**src/rtl/core/mpbm_pkg.sv**
```systemverilog
// Shared constants, codes and controller/datapath types of the byte matcher.
package mpbm_pkg;

  localparam int STATES          = 1024;
  localparam int SYMBOLS         = 256;
  localparam int PATTERN_IDS     = 1024;
  localparam int MAX_PATTERN_LEN = 64;
  localparam int MAX_RESULTS     = 64;

  localparam int ST_W    = 10;
  localparam int SYM_W   = 8;
  localparam int ID_W    = 10;
  localparam int LEN_W   = 7;
  localparam int POS_W   = 32;
  localparam int GOTO_AW = ST_W + SYM_W;
  localparam int GOTO_W  = ST_W + 1;
  localparam int BUF_AW  = 6;
  localparam int BUF_W   = POS_W + ID_W;
  localparam int CNT_W   = 7;

  typedef enum logic [1:0] {
    OP_LOAD_GOTO = 2'd0,
    OP_LOAD_INFO = 2'd1,
    OP_MATCH     = 2'd2,
    OP_RESTART   = 2'd3
  } op_t;

  typedef enum logic [3:0] {
    ST_CLEAR,
    ST_IDLE,
    ST_LOOK,
    ST_LOOKW,
    ST_FAILW,
    ST_INFO,
    ST_INFOW,
    ST_SCAN,
    ST_SCANW,
    ST_PUSH,
    ST_CHAIN,
    ST_DRD,
    ST_DOUT,
    ST_DONE
  } fsm_t;

  typedef struct packed {
    logic clr_wr;
    logic load_goto;
    logic load_info;
    logic restart;
    logic start;
    logic look_rd;
    logic fail_rd;
    logic fail_take;
    logic hit;
    logic info_rd;
    logic cand_load;
    logic scan_rd;
    logic scan_cmp;
    logic push;
    logic chain_adv;
    logic drain_init;
    logic drain_rd;
    logic drain_adv;
    logic finish;
  } cmd_t;

  typedef struct packed {
    logic clr_done;
    logic goto_valid;
    logic s_zero;
    logic id_nonzero;
    logic n_full;
    logic scan_done;
    logic dup;
    logic fnext_zero;
    logic chain_done;
    logic n_zero;
    logic drain_last;
  } sts_t;

endpackage

```
**src/rtl/core/mpbm_ctrl.sv**
```systemverilog
// Controller state machine sequencing clear, loads, goto walk, report chain and drain.
module mpbm_ctrl (
  input  logic            clk,
  input  logic            rst_n,
  input  logic            in_valid,
  input  mpbm_pkg::op_t   in_op,
  output logic            in_ready,
  output logic            out_valid,
  input  logic            out_ready,
  input  mpbm_pkg::sts_t  sts,
  output mpbm_pkg::cmd_t  cmd
);
  import mpbm_pkg::*;

  fsm_t state_r, state_nxt;

  // state register
  always_ff @(posedge clk) begin
    if (!rst_n) begin
      state_r <= ST_CLEAR;
    end else begin
      state_r <= state_nxt;
    end
  end

  // next state
  always_comb begin
    state_nxt = state_r;
    case (state_r)
      ST_CLEAR: if (sts.clr_done) state_nxt = ST_IDLE;
      ST_IDLE:  if (in_valid && in_op == OP_MATCH) state_nxt = ST_LOOK;
      ST_LOOK:  state_nxt = ST_LOOKW;
      ST_LOOKW: state_nxt = (sts.goto_valid || sts.s_zero) ? ST_INFO : ST_FAILW;
      ST_FAILW: state_nxt = ST_LOOK;
      ST_INFO:  state_nxt = ST_INFOW;
      ST_INFOW: state_nxt = (sts.id_nonzero && !sts.n_full) ? ST_SCAN : ST_CHAIN;
      ST_SCAN: begin
        if (sts.scan_done) state_nxt = sts.dup ? ST_CHAIN : ST_PUSH;
        else state_nxt = ST_SCANW;
      end
      ST_SCANW: state_nxt = ST_SCAN;
      ST_PUSH:  state_nxt = ST_CHAIN;
      ST_CHAIN: begin
        if (sts.fnext_zero || sts.chain_done) state_nxt = sts.n_zero ? ST_DONE : ST_DRD;
        else state_nxt = ST_INFO;
      end
      ST_DRD:   state_nxt = ST_DOUT;
      ST_DOUT: begin
        if (out_ready) state_nxt = sts.drain_last ? ST_DONE : ST_DRD;
      end
      ST_DONE:  state_nxt = ST_IDLE;
      default:  state_nxt = ST_CLEAR;
    endcase
  end

  // commands
  always_comb begin
    cmd       = '0;
    in_ready  = 1'b0;
    out_valid = 1'b0;
    case (state_r)
      ST_CLEAR: cmd.clr_wr = 1'b1;
      ST_IDLE: begin
        in_ready = 1'b1;
        if (in_valid) begin
          case (in_op)
            OP_LOAD_GOTO: cmd.load_goto = 1'b1;
            OP_LOAD_INFO: cmd.load_info = 1'b1;
            OP_MATCH:     cmd.start     = 1'b1;
            OP_RESTART:   cmd.restart   = 1'b1;
            default:      cmd.start     = 1'b0;
          endcase
        end
      end
      ST_LOOK: cmd.look_rd = 1'b1;
      ST_LOOKW: begin
        if (sts.goto_valid || sts.s_zero) cmd.hit = 1'b1;
        else cmd.fail_rd = 1'b1;
      end
      ST_FAILW: cmd.fail_take = 1'b1;
      ST_INFO:  cmd.info_rd = 1'b1;
      ST_INFOW: cmd.cand_load = 1'b1;
      ST_SCAN:  if (!sts.scan_done) cmd.scan_rd = 1'b1;
      ST_SCANW: cmd.scan_cmp = 1'b1;
      ST_PUSH:  cmd.push = 1'b1;
      ST_CHAIN: begin
        if (sts.fnext_zero || sts.chain_done) cmd.drain_init = 1'b1;
        else cmd.chain_adv = 1'b1;
      end
      ST_DRD:   cmd.drain_rd = 1'b1;
      ST_DOUT: begin
        out_valid = 1'b1;
        if (out_ready && !sts.drain_last) cmd.drain_adv = 1'b1;
      end
      ST_DONE:  cmd.finish = 1'b1;
      default:  cmd = '0;
    endcase
  end

endmodule

```
**config.mk**
```make
export PLATFORM = sky130hd
export DESIGN_NAME = mpbm_ctrl
export DESIGN_NICKNAME = d
export VERILOG_FILES = /design/src/rtl/core/mpbm_pkg.sv /design/src/rtl/core/mpbm_ctrl.sv
export SDC_FILE = /design/constraint.sdc
export NUM_CORES = 1
export LEC_CHECK = 0
export BUFFER_PORTS_ARGS = -buffer_cell sky130_fd_sc_hd__buf_4
export CAP_MARGIN = 40
export CORE_UTILIZATION = 37
export DETAILED_ROUTE_END_ITERATION = 10
export PLACE_DENSITY = 0.85
export SLEW_MARGIN = 10
export SYNTH_ARGS = -nofsm -noshare
export SYNTH_HDL_FRONTEND = slang
export SYNTH_SLANG_ARGS = --single-unit
```
**constraint.sdc**
```tcl
create_clock -name clk -period 1.3 [get_ports clk]
set_clock_uncertainty 0.2 [all_clocks]
set_input_delay 0.195 -clock clk [delete_from_list [all_inputs] [get_ports clk]]
set_output_delay 0.195 -clock clk [all_outputs]
set_load 0.005 [all_outputs]
```
==> flow_summary.html, run 1 <==
<table>
<tr><th>Metric</th><th>Value</th></tr>
<tr><th colspan="2">Outcome</th></tr>
<tr><td>Outcome</td><td>stopped before the end</td></tr>
<tr><td>Fail Step</td><td>global routing (5_1_grt)</td></tr>
<tr><td>First error</td><td>[ERROR DPL-0038] Utilization greater than 100%, impossible to legalize</td></tr>
<tr><th colspan="2">Synthesis</th></tr>
<tr><td>Combinational family with the most area after synthesis</td><td>simple AND/OR/NAND/NOR gates</td></tr>
<tr><td>Post-synth EDFFs</td><td>0</td></tr>
<tr><td>Parity-gate share of the synthesized area counting xor and xnor cells</td><td>0%</td></tr>
<tr><td>FFs w/ async S/R, synth</td><td>0%</td></tr>
<tr><td>Synth unique cells</td><td>38</td></tr>
<tr><td>Seq cells post-synth</td><td>4</td></tr>
<tr><td>Top flip-flop cell by instance count after synthesis</td><td>sky130_fd_sc_hd__dfxtp_1</td></tr>
<tr><td>Synth Area in Compound Gates</td><td>17.8%</td></tr>
<tr><td>Cell count after synthesis</td><td>84</td></tr>
<tr><td>Area share of fa/ha/maj cells after synthesis</td><td>0%</td></tr>
<tr><td>Simple-gate share of the synthesized area</td><td>54.5%</td></tr>
<tr><td>Post-synthesis mux area share</td><td>1.65%</td></tr>
<tr><td>Synthesized Nets</td><td>101</td></tr>
<tr><td>Mapped Area</td><td>606 sq um</td></tr>
<tr><td>Sequential-to-total area share from yosys stat</td><td>13.2%</td></tr>
<tr><td>Post-synthesis average cell area</td><td>7.21 sq um</td></tr>
<tr><td>Syn. warnings</td><td>0</td></tr>
<tr><th colspan="2">Floorplanning</th></tr>
<tr><td>Horizontal die dimension</td><td>42.5 um</td></tr>
<tr><td>Initial standard-cell utilization of the core</td><td>39.7%</td></tr>
<tr><td>Boundary pin count</td><td>38</td></tr>
<tr><td>Row cnt</td><td>14</td></tr>
<tr><td>Die H</td><td>42.5 um</td></tr>
<tr><th colspan="2">GRT</th></tr>
<tr><td>Maximum number of pins on one net before global-route repair</td><td>15</td></tr>
<tr><th colspan="2">Clock network</th></tr>
<tr><td>Number of buffers added by the clock tree synthesis step</td><td>3</td></tr>
<tr><td>Clk Tree Root Cell</td><td>sky130_fd_sc_hd__clkbuf_4</td></tr>
<tr><td>Number of H-tree branching levels</td><td>1</td></tr>
<tr><td>Buffer depth of the longest clock path</td><td>2</td></tr>
<tr><td>Number of sinks handled by clock tree synthesis</td><td>4</td></tr>
<tr><th colspan="2">Placement</th></tr>
<tr><td>Post-detailed-placement cell area</td><td>1040 sq um</td></tr>
<tr><td>Routability Congestion</td><td>0.925</td></tr>
<tr><td>Worst Setup Slack post-DPL</td><td>-324 ps</td></tr>
<tr><td>Number of port buffers</td><td>37</td></tr>
<tr><td>Total half-perimeter wirelength after legalization and detailed placement</td><td>1710 um</td></tr>
<tr><th colspan="2">STA</th></tr>
<tr><td>Kind of endpoint with the least setup slack</td><td>primary output</td></tr>
<tr><td>Worst endpoint after global-route timing repair</td><td>cmd[14]</td></tr>
</table>
synthesized netlist by cell type (2+ instances only):
| library cell | count | area share [%] |
|---|---|---|
| sky130_fd_sc_hd__nand2b_1 | 2 | 2.1 |
| sky130_fd_sc_hd__and3_1 | 2 | 2.1 |
| sky130_fd_sc_hd__nor3_1 | 8 | 6.6 |
| sky130_fd_sc_hd__nor2_1 | 13 | 8.1 |
| sky130_fd_sc_hd__clkbuf_8 | 2 | 4.5 |
| sky130_fd_sc_hd__nand2b_2 | 3 | 4.3 |
| sky130_fd_sc_hd__dfxtp_1 | 4 | 13 |
| sky130_fd_sc_hd__buf_6 | 3 | 5.6 |
| sky130_fd_sc_hd__nor4_1 | 3 | 3.1 |
| sky130_fd_sc_hd__nand2_1 | 6 | 3.7 |
| sky130_fd_sc_hd__nand3_1 | 3 | 2.5 |
| sky130_fd_sc_hd__o21ai_0 | 4 | 3.3 |
| sky130_fd_sc_hd__nor3b_1 | 3 | 3.7 |
| sky130_fd_sc_hd__inv_1 | 3 | 1.9 |
| sky130_fd_sc_hd__nand4b_1 | 2 | 2.9 |
per-stage QoR:
| stage | hold slack, ps | std cells |
|---|---|---|
| CTS | 29.9 | 160 |
| floorplan | 133 | 84 |
| detailed placement | 287 | 152 |
| global placement | 268 | 152 |
kinds of logic after synthesis:
family / after synthesis
buf+inv: 9
simple gates: 55
mux: 1
compound gates: 15
flops: 4
what timing repair did:
action | 4_1_cts
setup endpoints to repair | 25
setup buffers | 7
pin swaps | 18
hold buffers | 0
gates resized for setup | 53
==> run 2, diff against run 1 <==
- CORE_AREA: default -> 2 2 63 65
- CORE_UTILIZATION: 37 -> default
- DIE_AREA: default -> 0 0 65 67
- PLACE_DENSITY: 0.85 -> default
- PLACE_DENSITY_LB_ADDON: default -> 0.15
- clock period: 1.3 -> 1.7 ns (I/O delays scaled with it)
==> run 2 against run 1 <==
  * The flow now finishes, with violations (setup timing)
  * Area after synthesis stayed put
  * Synthesized cell count stayed put
==> flow_summary.html, run 2 <==
<table>
<tr><th>Metric</th><th>Value</th></tr>
<tr><th colspan="2">Synthesis</th></tr>
<tr><td>Syn. warnings</td><td>0 (unchanged)</td></tr>
<tr><td>Post-synth EDFFs</td><td>0 (unchanged)</td></tr>
<tr><td>Mapped Area</td><td>606 sq um (unchanged)</td></tr>
<tr><td>Most frequent cell after synthesis</td><td>sky130_fd_sc_hd__nor2_1</td></tr>
<tr><td>FFs w/ async S/R, synth</td><td>0% (unchanged)</td></tr>
<tr><td>Library cell with the largest summed area after synthesis</td><td>sky130_fd_sc_hd__dfxtp_1</td></tr>
<tr><td>Seq cells post-synth</td><td>4 (unchanged)</td></tr>
<tr><td>Cell count after synthesis</td><td>84 (unchanged)</td></tr>
<tr><td>Post-synthesis average cell area</td><td>7.21 sq um (unchanged)</td></tr>
<tr><td>Sequential-to-total area share from yosys stat</td><td>13.2% (unchanged)</td></tr>
<tr><td>Synth top area cells</td><td>sky130_fd_sc_hd__dfxtp_1 (13%), sky130_fd_sc_hd__nor2_1 (8.1%), sky130_fd_sc_hd__nor3_1 (6.6%)</td></tr>
<tr><td>Synthesized Nets</td><td>101 (unchanged)</td></tr>
<tr><td>Top flip-flop cell by instance count after synthesis</td><td>sky130_fd_sc_hd__dfxtp_1</td></tr>
<tr><td>Most instantiated cells after synthesis</td><td>sky130_fd_sc_hd__nor2_1 (13), sky130_fd_sc_hd__nor3_1 (8), sky130_fd_sc_hd__nand2_1 (6)</td></tr>
<tr><td>Proportion of netlist area held by the largest area contributor</td><td>13.2% (unchanged)</td></tr>
<tr><td>Synth unique cells</td><td>38 (unchanged)</td></tr>
<tr><th colspan="2">Outcome</th></tr>
<tr><td>Failing checks</td><td>setup timing</td></tr>
<tr><td>Outcome</td><td>finished with violations</td></tr>
<tr><th colspan="2">Setup path</th></tr>
<tr><td>Flop2flop setup slack</td><td>20 ps</td></tr>
<tr><td>Critical Path Start</td><td>state_r[1]</td></tr>
<tr><td>Highest net fanout along the worst path</td><td>8</td></tr>
<tr><td>Data required time at the worst endpoint</td><td>1240 ps</td></tr>
<tr><td>Reg2Reg Launch Point</td><td>state_r[1]</td></tr>
<tr><td>Worst r2r path cells</td><td>5</td></tr>
<tr><td>Critical Path Source Type</td><td>register</td></tr>
<tr><td>Classification of the worst setup path</td><td>reg2out</td></tr>
<tr><td>Last element of the critical path</td><td>cmd[15]</td></tr>
<tr><td>Crit path DAT</td><td>1290 ps</td></tr>
<tr><td>Crit Reg-Reg Endpoint</td><td>state_r[2]</td></tr>
<tr><td>Crit. End Element</td><td>output port</td></tr>
<tr><th colspan="2">Job</th></tr>
<tr><td>Max-cap violations</td><td>0</td></tr>
<tr><th colspan="2">Clock network</th></tr>
<tr><td>Number of buffers added by the clock tree synthesis step</td><td>3 (unchanged)</td></tr>
<tr><td>Hold Buf Count CTS</td><td>0 (unchanged)</td></tr>
<tr><td>Latest clock arrival within the worst-skew pair</td><td>220 ps</td></tr>
<tr><td>Clk Tree Root Cell</td><td>sky130_fd_sc_hd__clkbuf_8</td></tr>
<tr><td>Post-CTS clock slew at the launch and capture registers of the worst setup and hold paths</td><td>30 ps</td></tr>
<tr><td>Clock tree from TritonCTS</td><td>done</td></tr>
<tr><td>Number of sinks handled by clock tree synthesis</td><td>4 (unchanged)</td></tr>
<tr><td>Buffer depth of the longest clock path</td><td>2 (unchanged)</td></tr>
<tr><td>Number of H-tree branching levels</td><td>1 (unchanged)</td></tr>
<tr><th colspan="2">Route</th></tr>
<tr><td>Number of violations reported at the end of detailed-routing iteration 0</td><td>18</td></tr>
<tr><td>Number of detailed-route iterations in the first pass</td><td>4</td></tr>
<tr><td>DR WL/cell</td><td>12.8 um</td></tr>
<tr><td>Routed vias/inst</td><td>4.50</td></tr>
<tr><td>Overall via count from detail_route</td><td>833</td></tr>
<tr><td>Number of routed nets with antenna violations</td><td>0</td></tr>
<tr><td>Final routed DRC violation total</td><td>0</td></tr>
<tr><td>Total length of routed wires</td><td>2370 um</td></tr>
<tr><th colspan="2">GRT</th></tr>
<tr><td>Maximum number of pins on one net before global-route repair</td><td>20</td></tr>
<tr><td>Leftover overflow at the end of global routing</td><td>0</td></tr>
<tr><td>Antenna violations before repair</td><td>0</td></tr>
<tr><td>Number of global-route vias before repair</td><td>761</td></tr>
<tr><td>Global-route wire length before repair</td><td>3580 um</td></tr>
<tr><td>Global-route total usage across every layer</td><td>10.5%</td></tr>
<tr><th colspan="2">STA</th></tr>
<tr><td>Total Neg Setup Slack</td><td>-87.6 ps</td></tr>
<tr><td>Max Slew Vio Count</td><td>0</td></tr>
<tr><td>Tmin final</td><td>1750 ps</td></tr>
<tr><td>RSZ-0062 raised after global routing</td><td>yes</td></tr>
<tr><td>Final hold violations</td><td>0</td></tr>
<tr><td>Final Setup Violations</td><td>2</td></tr>
<tr><td>Slew at the pin closest to its max-slew limit</td><td>387 ps</td></tr>
<tr><td>Final worst-path cycle share</td><td>103%</td></tr>
<tr><td>Max Clk Rate</td><td>0.573 GHz</td></tr>
<tr><td>Final setup margin</td><td>-45.1 ps</td></tr>
<tr><td>Relative slew slack</td><td>74.1%</td></tr>
<tr><th colspan="2">Final layout</th></tr>
<tr><td>Fillers</td><td>396</td></tr>
<tr><td>Most common cell after layout, fill and taps aside</td><td>sky130_fd_sc_hd__buf_4</td></tr>
<tr><td>Commonest cells after routing, fill and taps aside</td><td>sky130_fd_sc_hd__buf_4 (52), sky130_fd_sc_hd__nor2_1 (10), sky130_fd_sc_hd__nand2_1 (5)</td></tr>
<tr><td>Largest reg by FF count</td><td>state_r</td></tr>
<tr><td>Area taken by flip-flops and latches</td><td>90.1 sq um</td></tr>
<tr><td>Area added between synthesis and finish</td><td>96.9%</td></tr>
<tr><td>Area of the multi-input gates</td><td>532 sq um</td></tr>
<tr><td>Flip-flop count of the largest register after layout</td><td>4</td></tr>
<tr><td>Number of antenna cells inserted</td><td>0</td></tr>
<tr><td>Proportion of layout cells with a drive suffix above 1</td><td>59.9%</td></tr>
<tr><td>Non-filler instance count after layout</td><td>185</td></tr>
<tr><td>Number of nets at the end of the flow</td><td>156</td></tr>
<tr><td>Registers with the highest flip-flop counts</td><td>state_r x4</td></tr>
<tr><th colspan="2">Floorplanning</th></tr>
<tr><td>Area enclosed by the die boundary</td><td>4360 sq um</td></tr>
<tr><td>Initial standard-cell utilization of the core</td><td>16.8% (-23 points)</td></tr>
<tr><td>Horizontal die dimension</td><td>65 um (+53%)</td></tr>
<tr><td>Row cnt</td><td>22 (+8)</td></tr>
<tr><td>Die H</td><td>67 um (+58%)</td></tr>
<tr><td>Core box area</td><td>3610 sq um</td></tr>
<tr><td>Boundary pin count</td><td>38 (unchanged)</td></tr>
<tr><th colspan="2">Min path</th></tr>
<tr><td>Worst min path class</td><td>in2reg</td></tr>
<tr><th colspan="2">Placement</th></tr>
<tr><td>Placed cell count</td><td>174 (+14%)</td></tr>
<tr><td>Routability Congestion</td><td>0.775 (-16%)</td></tr>
<tr><td>Number of port buffers</td><td>37 (unchanged)</td></tr>
<tr><td>Total half-perimeter wirelength after legalization and detailed placement</td><td>1720 um (+0.68%)</td></tr>
<tr><th colspan="2">Power</th></tr>
<tr><td>Leakage power</td><td>0.513 nW</td></tr>
<tr><td>Peak VDD IR</td><td>0.000195 V</td></tr>
<tr><td>Power Density</td><td>455 nW/um^2</td></tr>
</table>
run 2: cell counts after synthesis:
Identical to the previous run, type by type.
run 2: cell families (layout without fill, tap and decap cells):
logic type,count (synthesis),count (layout),share of synthesized area [%]
mux,1,1,1.65
flops,4,4,13.2
compound gates,15,15,17.8
buf+inv,9,62,12.8
simple gates,55,55,54.5
run 2: final cells by class:
cell class              instances  share of cell area (%)
flip-flops and latches          4                    7.56
inverters                       3                   0.944
clock buffers                   3                    3.46
well taps                      48                    5.04
repair buffers                 56                    38.4
multi-input cells              71                    44.6
run 2: worst min-delay path by stage:
| stage | startpoint | to | slack, ps | depth (start not counted) |
|---|---|---|---|---|
| 2_1_floorplan | rst_n | state_r[0] | 190 | 2 |
| 3_3_place_gp | rst_n | state_r[2] | 340 | 3 |
| 3_5_place_dp | rst_n | state_r[2] | 330 | 3 |
| 4_1_cts | rst_n | state_r[2] | 110 | 3 |
| 5_1_grt | rst_n | state_r[3] | 130 | 2 |
| 6_report | rst_n | state_r[3] | 120 | 2 |
run 2: stage by stage:
step	worst slack [ps]	cell area [sq um]	util, %	hold WS, ps	total power [mW]
2_1_floorplan	193	606	-	193	0.206
3_3_place_gp	148	972	27.0	344	0.294
3_5_place_dp	136	972	27.0	335	0.293
4_1_cts	-32.7	1080	30.0	115	0.519
5_1_grt	-114	1190	33.1	130	0.579
6_report	-45.1	1190	33.1	122	0.543
run 2: per-layer routing:
metal	wire (um)	up-vias	part of all wire, %	GRT usage [%]
met4	0	0	0	1.60
met2	1120	22	47	16.0
met3	140	0	5.9	3.89
li1	-	416	-	-
met1	1110	395	47	14.4
met5	0	-	0	0
run 2: power breakdown:
group | internal (mW) | switching [mW]
Sequential | 0.0986 | 0.00715
Clock | 0.151 | 0.0537
Combinational | 0.126 | 0.106
run 2: timing repair:
action,4_1_cts,5_1_grt
cloned,0,1
pin swaps,5,5
resized for setup,14,11
setup buffers,1,6
endpoints found under the setup margin,13,10
run 2: critical path, cell delays in order, from the launching register on:
cell                      delay (ps)
sky130_fd_sc_hd__dfxtp_4         340
sky130_fd_sc_hd__buf_12          130
sky130_fd_sc_hd__nor3_4          190
sky130_fd_sc_hd__and2_1          150
sky130_fd_sc_hd__and3_1          150
sky130_fd_sc_hd__buf_4           100
(Power assumes the default switching activity.)
